**src/design/assert_macros.svh**
```systemverilog
// ----------------------------------------------------------------------------
// Assertion macros
// Concurrent assertion wrappers used by min_tracking_stack.
// ----------------------------------------------------------------------------
`ifndef ASSERT_MACROS_SVH
`define ASSERT_MACROS_SVH
`ifndef SYNTHESIS
`define ASSERT_IMPLIES(label, clk, rst_n, ante, cons) \
	label: assert property (@(posedge clk) disable iff (!rst_n) (ante) |-> (cons)) \
		else $error("assertion failed");
`define ASSERT_NEXT(label, clk, rst_n, ante, cons) \
	label: assert property (@(posedge clk) disable iff (!rst_n) (ante) |=> (cons)) \
		else $error("assertion failed");
`else
`define ASSERT_IMPLIES(label, clk, rst_n, ante, cons)
`define ASSERT_NEXT(label, clk, rst_n, ante, cons)
`endif
`endif

```
**src/design/mts_pkg.sv**
```systemverilog
// ----------------------------------------------------------------------------
// Minimum tracking stack package
// Shared widths, codes and controller/datapath interface types.
// ----------------------------------------------------------------------------
package mts_pkg;

	localparam int DATA_W = 32;
	localparam int CNT_W  = 6;

	localparam logic [CNT_W-1:0] LIMIT_RESET = 6'd32;

	localparam logic OP_PUSH = 1'b0;
	localparam logic OP_POP  = 1'b1;

	localparam logic [1:0] ST_OK        = 2'd0;
	localparam logic [1:0] ST_OVERFLOW  = 2'd1;
	localparam logic [1:0] ST_UNDERFLOW = 2'd2;

	typedef enum logic {
		S_IDLE,
		S_POP_LOAD
	} state_t;

	typedef struct packed {
		logic ld_push;
		logic ld_overflow;
		logic ld_underflow;
		logic pop_last;
		logic pop_read;
		logic pop_load;
	} cmd_t;

	typedef struct packed {
		logic empty;
		logic single;
		logic full;
		logic out_busy;
	} sts_t;

endpackage

```
**src/design/mts_ram.sv**
```systemverilog
// ----------------------------------------------------------------------------
// Generic RAM
// One write port and one read port with registered read data.
// ----------------------------------------------------------------------------
module mts_ram #(
	parameter int WIDTH = 64,
	parameter int DEPTH = 32
) (
	input  logic                     clk,
	input  logic                     we,
	input  logic [$clog2(DEPTH)-1:0] waddr,
	input  logic [WIDTH-1:0]         wdata,
	input  logic                     re,
	input  logic [$clog2(DEPTH)-1:0] raddr,
	output logic [WIDTH-1:0]         rdata
);

	logic [WIDTH-1:0] mem_q [DEPTH];

	always_ff @(posedge clk) begin
		if (we) begin
			mem_q[waddr] <= wdata;
		end
		if (re) begin
			rdata <= mem_q[raddr];
		end
	end

endmodule

```
**src/design/mts_ctrl.sv**
```systemverilog
// ----------------------------------------------------------------------------
// Minimum tracking stack controller
// Accepts one transaction at a time and sequences the datapath commands.
// ----------------------------------------------------------------------------
module mts_ctrl (
	input  logic          clk,
	input  logic          arst_n,
	input  logic          in_valid,
	output logic          in_ready,
	input  logic          operation,
	input  mts_pkg::sts_t sts,
	output mts_pkg::cmd_t cmd
);
	import mts_pkg::*;

	state_t state_q;
	state_t state_nxt;
	logic   accept;

	always_ff @(posedge clk or negedge arst_n) begin
		if (!arst_n) begin
			state_q <= S_IDLE;
		end else begin
			state_q <= state_nxt;
		end
	end

	always_comb begin
		state_nxt = state_q;
		cmd       = '0;
		in_ready  = 1'b0;
		accept    = 1'b0;
		unique case (state_q)
			S_IDLE: begin
				in_ready = !sts.out_busy;
				accept   = in_valid && !sts.out_busy;
				if (accept) begin
					if (operation == OP_PUSH) begin
						if (sts.full) begin
							cmd.ld_overflow = 1'b1;
						end else begin
							cmd.ld_push = 1'b1;
						end
					end else begin
						priority if (sts.empty) begin
							cmd.ld_underflow = 1'b1;
						end else if (sts.single) begin
							cmd.pop_last = 1'b1;
						end else begin
							cmd.pop_read = 1'b1;
							state_nxt    = S_POP_LOAD;
						end
					end
				end
			end
			S_POP_LOAD: begin
				cmd.pop_load = 1'b1;
				state_nxt    = S_IDLE;
			end
			default: begin
				state_nxt = S_IDLE;
			end
		endcase
	end

endmodule

```
**src/design/mts_dp.sv**
```systemverilog
// ----------------------------------------------------------------------------
// Minimum tracking stack datapath
// Top entry registers, entry store, fill count, limit register and result
// register.
// ----------------------------------------------------------------------------
module mts_dp #(
	parameter int DEPTH = 32
) (
	input  logic                              clk,
	input  logic                              arst_n,
	input  logic                              cfg_we,
	input  logic [mts_pkg::CNT_W-1:0]         cfg_wdata,
	input  logic signed [mts_pkg::DATA_W-1:0] push_value,
	input  mts_pkg::cmd_t                     cmd,
	output mts_pkg::sts_t                     sts,
	output logic                              out_valid,
	input  logic                              out_ready,
	output logic [1:0]                        status,
	output logic signed [mts_pkg::DATA_W-1:0] popped_value,
	output logic signed [mts_pkg::DATA_W-1:0] current_min,
	output logic                              stack_empty,
	output logic [mts_pkg::CNT_W-1:0]         entry_count
);
	import mts_pkg::*;

	localparam int AW = $clog2(DEPTH);
	localparam int DW = $clog2(DEPTH + 1);
	localparam int XW = (DW > CNT_W) ? DW : CNT_W;

	logic [CNT_W-1:0]         count_q;
	logic [CNT_W-1:0]         limit_q;
	logic signed [DATA_W-1:0] top_val_q;
	logic signed [DATA_W-1:0] top_min_q;
	logic signed [DATA_W-1:0] pop_val_q;
	logic signed [DATA_W-1:0] new_min;
	logic signed [DATA_W-1:0] rd_val;
	logic signed [DATA_W-1:0] rd_min;
	logic [2*DATA_W-1:0]      rdata;
	logic                     ram_we;
	logic                     load;

	logic                     out_valid_q;
	logic [1:0]               status_q;
	logic signed [DATA_W-1:0] popped_q;
	logic signed [DATA_W-1:0] min_q;
	logic                     empty_q;
	logic [CNT_W-1:0]         count_out_q;

	logic [1:0]               status_nxt;
	logic signed [DATA_W-1:0] popped_nxt;
	logic signed [DATA_W-1:0] min_nxt;
	logic [CNT_W-1:0]         count_nxt;

	assign rd_val = rdata[2*DATA_W-1:DATA_W];
	assign rd_min = rdata[DATA_W-1:0];
	assign ram_we = cmd.ld_push && (count_q != '0);

	assign new_min = ((count_q != '0) && !(push_value < top_min_q)) ? top_min_q : push_value;

	assign sts.empty    = (count_q == '0);
	assign sts.single   = (count_q == CNT_W'(1));
	assign sts.full     = (count_q >= limit_q) || (XW'(count_q) >= XW'(DEPTH));
	assign sts.out_busy = out_valid_q && !out_ready;

	mts_ram #(
		.WIDTH(2 * DATA_W),
		.DEPTH(DEPTH)
	) u_ram (
		.clk  (clk),
		.we   (ram_we),
		.waddr(AW'(count_q - CNT_W'(1))),
		.wdata({top_val_q, top_min_q}),
		.re   (cmd.pop_read),
		.raddr(AW'(count_q - CNT_W'(2))),
		.rdata(rdata)
	);

	always_ff @(posedge clk or negedge arst_n) begin
		if (!arst_n) begin
			count_q <= '0;
			limit_q <= LIMIT_RESET;
		end else begin
			if (cfg_we) begin
				limit_q <= cfg_wdata;
			end
			if (cmd.ld_push) begin
				count_q <= count_q + CNT_W'(1);
			end else if (cmd.pop_last || cmd.pop_read) begin
				count_q <= count_q - CNT_W'(1);
			end
		end
	end

	always_ff @(posedge clk) begin
		if (cmd.ld_push) begin
			top_val_q <= push_value;
			top_min_q <= new_min;
		end else if (cmd.pop_load) begin
			top_val_q <= rd_val;
			top_min_q <= rd_min;
		end
		if (cmd.pop_read) begin
			pop_val_q <= top_val_q;
		end
	end

	always_comb begin
		load       = 1'b1;
		status_nxt = ST_OK;
		popped_nxt = '0;
		min_nxt    = '0;
		count_nxt  = count_q;
		priority if (cmd.ld_push) begin
			min_nxt   = new_min;
			count_nxt = count_q + CNT_W'(1);
		end else if (cmd.ld_overflow) begin
			status_nxt = ST_OVERFLOW;
			min_nxt    = (count_q != '0) ? top_min_q : '0;
		end else if (cmd.ld_underflow) begin
			status_nxt = ST_UNDERFLOW;
		end else if (cmd.pop_last) begin
			popped_nxt = top_val_q;
			count_nxt  = '0;
		end else if (cmd.pop_load) begin
			popped_nxt = pop_val_q;
			min_nxt    = rd_min;
		end else begin
			load = 1'b0;
		end
	end

	always_ff @(posedge clk or negedge arst_n) begin
		if (!arst_n) begin
			out_valid_q <= 1'b0;
		end else if (load) begin
			out_valid_q <= 1'b1;
		end else if (out_ready) begin
			out_valid_q <= 1'b0;
		end
	end

	always_ff @(posedge clk) begin
		if (load) begin
			status_q    <= status_nxt;
			popped_q    <= popped_nxt;
			min_q       <= min_nxt;
			empty_q     <= (count_nxt == '0);
			count_out_q <= count_nxt;
		end
	end

	assign out_valid    = out_valid_q;
	assign status       = status_q;
	assign popped_value = popped_q;
	assign current_min  = min_q;
	assign stack_empty  = empty_q;
	assign entry_count  = count_out_q;

endmodule

```
**src/design/min_tracking_stack.sv**
```systemverilog
// ----------------------------------------------------------------------------
// Minimum tracking stack
// Push: result valid in the cycle after the transaction is accepted.
// Pop leaving entries: entry store read registered, then loaded in S_POP_LOAD.
// Other pops and refused operations: next cycle. One transaction at a time.
// Reset (arst_n low) empties the stack and sets the limit to 32.
// ----------------------------------------------------------------------------
`include "assert_macros.svh"

module min_tracking_stack #(
	parameter int DEPTH = 32
) (
	input  logic                              clk,
	input  logic                              arst_n,
	input  logic                              cfg_we,
	input  logic [mts_pkg::CNT_W-1:0]         cfg_wdata,
	input  logic                              in_valid,
	output logic                              in_ready,
	input  logic                              operation,
	input  logic signed [mts_pkg::DATA_W-1:0] push_value,
	output logic                              out_valid,
	input  logic                              out_ready,
	output logic [1:0]                        status,
	output logic signed [mts_pkg::DATA_W-1:0] popped_value,
	output logic signed [mts_pkg::DATA_W-1:0] current_min,
	output logic                              stack_empty,
	output logic [mts_pkg::CNT_W-1:0]         entry_count
);
	import mts_pkg::*;

	cmd_t cmd;
	sts_t sts;

	mts_ctrl u_ctrl (
		.clk      (clk),
		.arst_n   (arst_n),
		.in_valid (in_valid),
		.in_ready (in_ready),
		.operation(operation),
		.sts      (sts),
		.cmd      (cmd)
	);

	mts_dp #(
		.DEPTH(DEPTH)
	) u_dp (
		.clk         (clk),
		.arst_n      (arst_n),
		.cfg_we      (cfg_we),
		.cfg_wdata   (cfg_wdata),
		.push_value  (push_value),
		.cmd         (cmd),
		.sts         (sts),
		.out_valid   (out_valid),
		.out_ready   (out_ready),
		.status      (status),
		.popped_value(popped_value),
		.current_min (current_min),
		.stack_empty (stack_empty),
		.entry_count (entry_count)
	);

	`ASSERT_IMPLIES(a_no_accept_when_blocked, clk, arst_n, in_valid && in_ready, !(out_valid && !out_ready))
	`ASSERT_IMPLIES(a_empty_result, clk, arst_n, out_valid && stack_empty, (current_min == '0) && (entry_count == '0))
	`ASSERT_IMPLIES(a_underflow_result, clk, arst_n, out_valid && (status == ST_UNDERFLOW), stack_empty && (popped_value == '0))
	`ASSERT_NEXT(a_pop_load_follows, clk, arst_n, cmd.pop_read, cmd.pop_load && !in_ready)

endmodule
```
**config.mk**
```make
export PLATFORM = sky130hd
export DESIGN_NAME = min_tracking_stack
export DESIGN_NICKNAME = d
export VERILOG_FILES = /design/src/design/mts_pkg.sv /design/src/design/mts_ram.sv /design/src/design/mts_ctrl.sv /design/src/design/mts_dp.sv /design/src/design/min_tracking_stack.sv
export VERILOG_INCLUDE_DIRS = /design/src /design/src/design
export SDC_FILE = /design/constraint.sdc
export NUM_CORES = 2
export LEC_CHECK = 0
export BUFFER_PORTS_ARGS = -buffer_cell sky130_fd_sc_hd__buf_2
export CAP_MARGIN = 0
export CORE_MARGIN = 4
export CORE_UTILIZATION = 58
export CTS_BUF_LIST = sky130_fd_sc_hd__clkbuf_16
export DETAILED_ROUTE_END_ITERATION = 16
export HOLD_SLACK_MARGIN = 0.15
export PLACE_DENSITY = 0.73
export SYNTH_ARGS = -nofsm -noshare
export SYNTH_HDL_FRONTEND = slang
export SYNTH_SLANG_ARGS = --single-unit
```
**constraint.sdc**
```tcl
create_clock -name clk -period 8.71 [get_ports clk]
set_input_delay 0.871 -clock clk [delete_from_list [all_inputs] [get_ports clk]]
set_output_delay 0.871 -clock clk [all_outputs]
set_load 0.02 [all_outputs]
```
# Word-level counts from Yosys, hierarchy flattened
# Memory sizes are Yosys's and may differ from the RTL's. A register that Yosys moved wholly into a read port is not among the register bits.
# Cells that the tools add are included.
# word_totals
mem_count,1
output_inout_bits,75
regBits,183
inputBits,44
ram_bits,2048
wordCells,85
# op_classes
n_reduce_logical,17
eq_ne,1
n_lt_le_gt_ge,3
bitwise,1
muxes,46
add_sub_neg,3
# mem_list
name,depth,width,read_ports,rd_clocked_by_memory_dff,wr,line_no,rtl
u_dp.u_ram.mem_q,32,64,1,1,1,mts_ram.sv:18,logic [WIDTH-1:0] mem_q [DEPTH];
# op_table
cell,count
$mux 32,13
$mux 6,6
$lt 32x32->1,1
$mux 1,20
$logic_not 6->1,2
$mux 5,2
$add 6x1->6 const B,1
$eq 6x1->1 const B,1
$ge 6x6->1,1
$ge 6x6->1 const B,1
$mux 2,3
$reduce_bool 2->1,3
$reduce_bool 6->1,1
$sub 6x1->6 const B,1
$sub 5x2->5 const B,1
$logic_and 1x1->1,4
$logic_not 1->1,3
$mux 3,1
$reduce_or 3->1,1
$logic_or 1x1->1,2
$pmux 1 s2,1
$reduce_or 2->1,1
$not 1->1,1

# Longest topological paths before layout
# depth
word_depth,11
depth_mapped,13
depth_no_buf,9

# Modules after synthesis
# Synthesis repeated with hierarchy kept, for this count alone.
# unflattened
hier_cells,3857
area_unflattened_um2,88682.6
# modules_own_cells
module,n_inst,seq_area_each_um2,cells_per_inst,area_per_inst_um2
mts_ram,1,63420.8,3097,79605.1
mts_dp,1,5401.4,748,8964.8
mts_ctrl,1,25.0,12,112.6

# Worst setup path after synthesis
# No wires, ideal clock.
# synth_path
path_type,register to register
from,register u_dp.count_q[0]
to,register u_dp.top_min_q[0] (enable)
setup_time_ns,0.582
path_buffers,3
path_slack_ns,1.551
t_arrival_ns,6.577
period_less_slack_ns,7.159
t_required_ns,8.128
stages_incl_launch_ff,10
path_cell_list,dfrtp_1 > clkbuf_1 > clkbuf_1 > buf_2 > inv_1 > ha_1 > nor2b_1 > o21a_1 > o21ai_0 > o31ai_1
# synth_between
elab_chain_len,7
word_cells_on_any_way,8
classes_between,2 x order compare; 4 x mux; 2 x reduce/logical
# synth_lines
item,line_no,rtl
from (decl),mts_dp.sv:30,logic [CNT_W-1:0] count_q;
from (signal assigned),mts_dp.sv:87,count_q <= count_q + CNT_W'(1);
from (signal assigned),mts_dp.sv:89,count_q <= count_q - CNT_W'(1);
$ge 6x6->1,mts_dp.sv:62,assign sts.full = (count_q >= limit_q) || (XW'(count_q) >= XW'(DEPTH));
$logic_or 1x1->1 (*),mts_dp.sv:62,
$mux 1 (*),mts_ctrl.sv:39,if (sts.full) begin
$mux 2 (*),mts_ctrl.sv:38,if (operation == OP_PUSH) begin
$mux 5 (*),mts_ctrl.sv:37,if (accept) begin
$mux 5 (*),mts_ctrl.sv:33,unique case (state_q)
$reduce_bool 2->1 (no line) (*),n/a,
to (signal assigned),mts_dp.sv:97,top_min_q <= new_min;
to (signal assigned),mts_dp.sv:100,top_min_q <= rd_min;
to (decl),mts_dp.sv:33,logic signed [DATA_W-1:0] top_min_q;
# Mark *: on every way between the ends. The rest lies on a longest branch, timed or not.
# A chain may end at the register's enable or synchronous reset.

# Worst setup path after layout
# layout_path
from,register u_dp.count_q[0]
to,memory u_dp.u_ram.mem_q[7][59] (enable)
# layout_between
elab_chain_len,9
word_cells_on_any_way,12
classes_between,1 x add/sub; 2 x order compare; 6 x mux; 3 x reduce/logical
# layout_lines
item,line_no,rtl
$ge 6x6->1,mts_dp.sv:62,
$logic_or 1x1->1,mts_dp.sv:62,
$mux 1,mts_ctrl.sv:39,
$mux 2,mts_ctrl.sv:38,
$mux 5,mts_ctrl.sv:37,
$mux 5,mts_ctrl.sv:33,
$logic_and 1x1->1,mts_dp.sv:56,assign ram_we = cmd.ld_push && (count_q != '0);
$mux 1,mts_ram.sv:21,if (we) begin
$mux 1 (not written as such),mts_ram.sv:22,mem_q[waddr] <= wdata;
to (decl),mts_ram.sv:18,
# Parallel ways exist; a longest one is shown, timed or not.

==> metrics <==
Worst Reg-to-Reg Cells 11; antenna violations before repair 16; YS warnings 0; Worst Min Path Start cfg_wdata[3]; GP Congestion 0.838; vias in the first global route 42100; Clock Latency Late Sink 840 ps; Hold Path Depth 3; clock-pin slew on the worst setup and hold paths 60 ps; Pwr Density 328 mW/mm^2; largest family of logic cells by synthesized area multiplexers; FF-to-FF Start u_dp.count_q[0]$_DFFE_PN0P_; gr ovfl total 0; PortBufs 118; worst hold path type in -> reg; Die Span Y 399 um; Yosys top cell by area edfxtp_1; Post-Route WL 220000 um; Final period util 69.1%; post-DP HPWL 116000 um; top cells by area, synth edfxtp_1, mux4_2, mux2_2; post-route cell area 0.0991 mm^2; leakage 0.0315 uW; clock skew 37.0 ps; CTS resizes 0; CTS tree done; worst-path fanout max 40; total placed instance area 0.0921 mm^2; nets@finish 4073; DRT iter0 DRCs 6239; CTS Buf Count 215; outcome finished clean; synthesis-to-layout area growth 11.9%; Crit Path Category reg -> reg; Top-Level Pins 119; global-route usage over all layers 28.3%; max_cap viols 0; Initial Utilization 58.3%; first-pass GRT wire length 315000 um; EDFF count, synth 2281; worst-margin pin slew 1340 ps; Post-Synth Simple-Gate Area 1.04%; RSZ-0062 raised after global routing false; commonest cells in the netlist edfxtp_1, mux4_2, clkbuf_1, nand2_1, buf_2; worst-case hold path end point u_dp.limit_q[3]$_DFFE_PN0P_; Pre-Repair DR Iteration Count 5; Synth Area in XOR/XNOR 0.0989%; post-DR vias/cell 6.90; sequential area share after synthesis 77.8%; asr flop ratio synth 0.610%; Hold Vio Cnt, Final 0; Critical Path Start Type flop; Main synth FF type edfxtp_1; worst hold margin 263 ps; adder-cell share of the synthesized area 0.636%; crit end category flop; fmax 166 MHz; IR drop worst, VDD 0.507 mV; synthesized cell area 0.0885 mm^2; syn_area_per_cell 23.7 um^2; Pins Over Slew Limit 0; Cells after DPL 5796; Core Region 0.152 mm^2; top cell type's share of synthesized area 77.4%; routed via count 42700; std cell rows 143; Critical Path AT 6460 ps; Post-route DRC 0; Final Critical Period 6020 ps; count leader, synth edfxtp_1; H-tree depth 4; gate count of the mapped netlist 3738; Clk Tree Root Cell clkbuf_16; mux contribution to synthesized area 17.1%; CTS Sinks 2295; #FFs+latches synth 2295; setup violators final 0; Longest Clk Path Bufs 3; largest net degree at the start of global routing 109; die width 399 um; routed len/inst 35.5 um; Synth Area in Compound Gates 2.18%; non-filler cells, final 6197; Syn Nets 3827; WP data required 9150 ps; number of library cell types mapped by synthesis 59; Die ar. 0.159 mm^2; ANT nets after route 0; Slew HR 11.0%; FF-to-FF setup slack 2690 ps; share of cells above drive strength 1 31.2%; r2r endpoint u_dp.u_ram.mem_q[7][59]$_DFFE_PP_; Final TNS setup 0 ps
[how the worst max path moves through the flow]
stage | from | to | slack [ps]
6_report | u_dp.count_q[0]$_DFFE_PN0P_ | u_dp.u_ram.mem_q[7][59]$_DFFE_PP_ | 2690
4_1_cts | u_dp.count_q[0]$_DFFE_PN0P_ | u_dp.u_ram.mem_q[7][58]$_DFFE_PP_ | 2710
3_3_place_gp | u_dp.count_q[0]$_DFFE_PN0P_ | u_dp.u_ram.mem_q[14][61]$_DFFE_PP_ | 2780
5_1_grt | u_dp.count_q[0]$_DFFE_PN0P_ | u_dp.u_ram.mem_q[7][46]$_DFFE_PP_ | 2440
2_1_floorplan | u_dp.count_q[0]$_DFFE_PN0P_ | u_dp.top_min_q[0]$_DFFE_PP_ | 1550
3_5_place_dp | u_dp.count_q[0]$_DFFE_PN0P_ | u_dp.u_ram.mem_q[7][46]$_DFFE_PP_ | 2790
[area by class of cell]
type / instances / area [um^2]
antenna: 3 / 7.51
clock buffer: 221 / 5530
clock inverter: 176 / 1460
fill: 9467 / 52800
inverter: 42 / 158
multi-input combinational: 1205 / 19000
sequential: 2295 / 68900
tap: 2030 / 2540
timing repair buffer: 225 / 1570
[flip-flops by register name, summed over array words and instances, names as in the netlist]
name / flops
u_dp.out_valid: 1
u_dp.status: 2
u_dp.current_min: 32
u_dp.top_val_q: 32
u_dp.top_min_q: 32
u_dp.count_q: 6
u_dp.u_ram.mem_q: 2048
u_dp.limit_q: 6
u_ctrl.state_q: 1
u_dp.pop_val_q: 32
u_dp.u_ram.rdata: 64
u_dp.stack_empty: 1
u_dp.popped_value: 32
u_dp.entry_count: 6
[stage by stage]
stage,power (uW),worst slack [ps],utilization [%]
after detailed placement,23400,2790,60.6
final,32500,2690,65.2
after global placement,23300,2780,60.6
after global routing,33700,2440,65.2
after CTS,32600,2710,65.2
after floorplan,20600,1550,-
[per-layer routing]
metal	GRT usage, %	wire length [um]	up-vias	part of all wire, %
met3	6.31	25500	365	12
li1	-	-	16600	-
met5	1.32	364	-	0.17
met2	42.6	104000	2923	47
met4	7.94	6120	12	2.8
met1	42.5	84600	22900	38
[cell families after synthesis]
group,Yosys count
adders and majority gates,45
and+or+nand+nor,194
DFF,2295
xor gates and xnor gates,10
buffers and inverters,238
AOI/OAI and AO/OA,251
muxes,705
[power breakdown]
group	total, uW	internal (uW)	switching [uW]
sequential	14400	13500	901
clock	9250	5240	4010
combinational	8880	4330	4550
total	32500	23100	9460
[worst max-delay path: stages, from the launching register on]
cell	delay (ps)
dfrtp_4	910
inv_1	270
ha_1	350
nor2b_1	180
o21a_1	180
o211ai_1	100
buf_4	280
nor2_4	370
buf_4	470
nand2_1	590
nor2_4	1020
buf_4	850
[timing repair]
item / 4_1_cts / 5_1_grt
buffers inserted: 0 / 0
hold buffers: 1 / 0
endpoints found under the hold margin: 13 / 0
setup endpoints to repair: 0 / 0
[placed cells by master (no fill, tap or decap), types with 3 or more instances in the layout]
cell type and n:
a221o_1 33, and2_1 24, clkinv_4 9, diode_2 3, clkinv_1 37, dfrtp_4 3, buf_4 92, a21oi_1 41
clkinvlp_4 12, edfxtp_1 2281, nor2b_1 3, a21o_1 28, o21ai_0 24, dfrtp_1 10, inv_6 7, ha_1 44
nand4_1 9, mux4_2 640, nor2_1 13, buf_2 118, a21boi_0 8, clkinv_2 45, xnor2_1 6, bufinv_16 22
buf_12 14, nand2_1 76, a221oi_1 25, mux2_2 65, nor2_4 33, a22oi_1 8, inv_1 84, a22o_1 56
clkbuf_16 221, nand3_1 14, o211ai_1 6
Note: power is estimated with default switching activity, not from simulation.
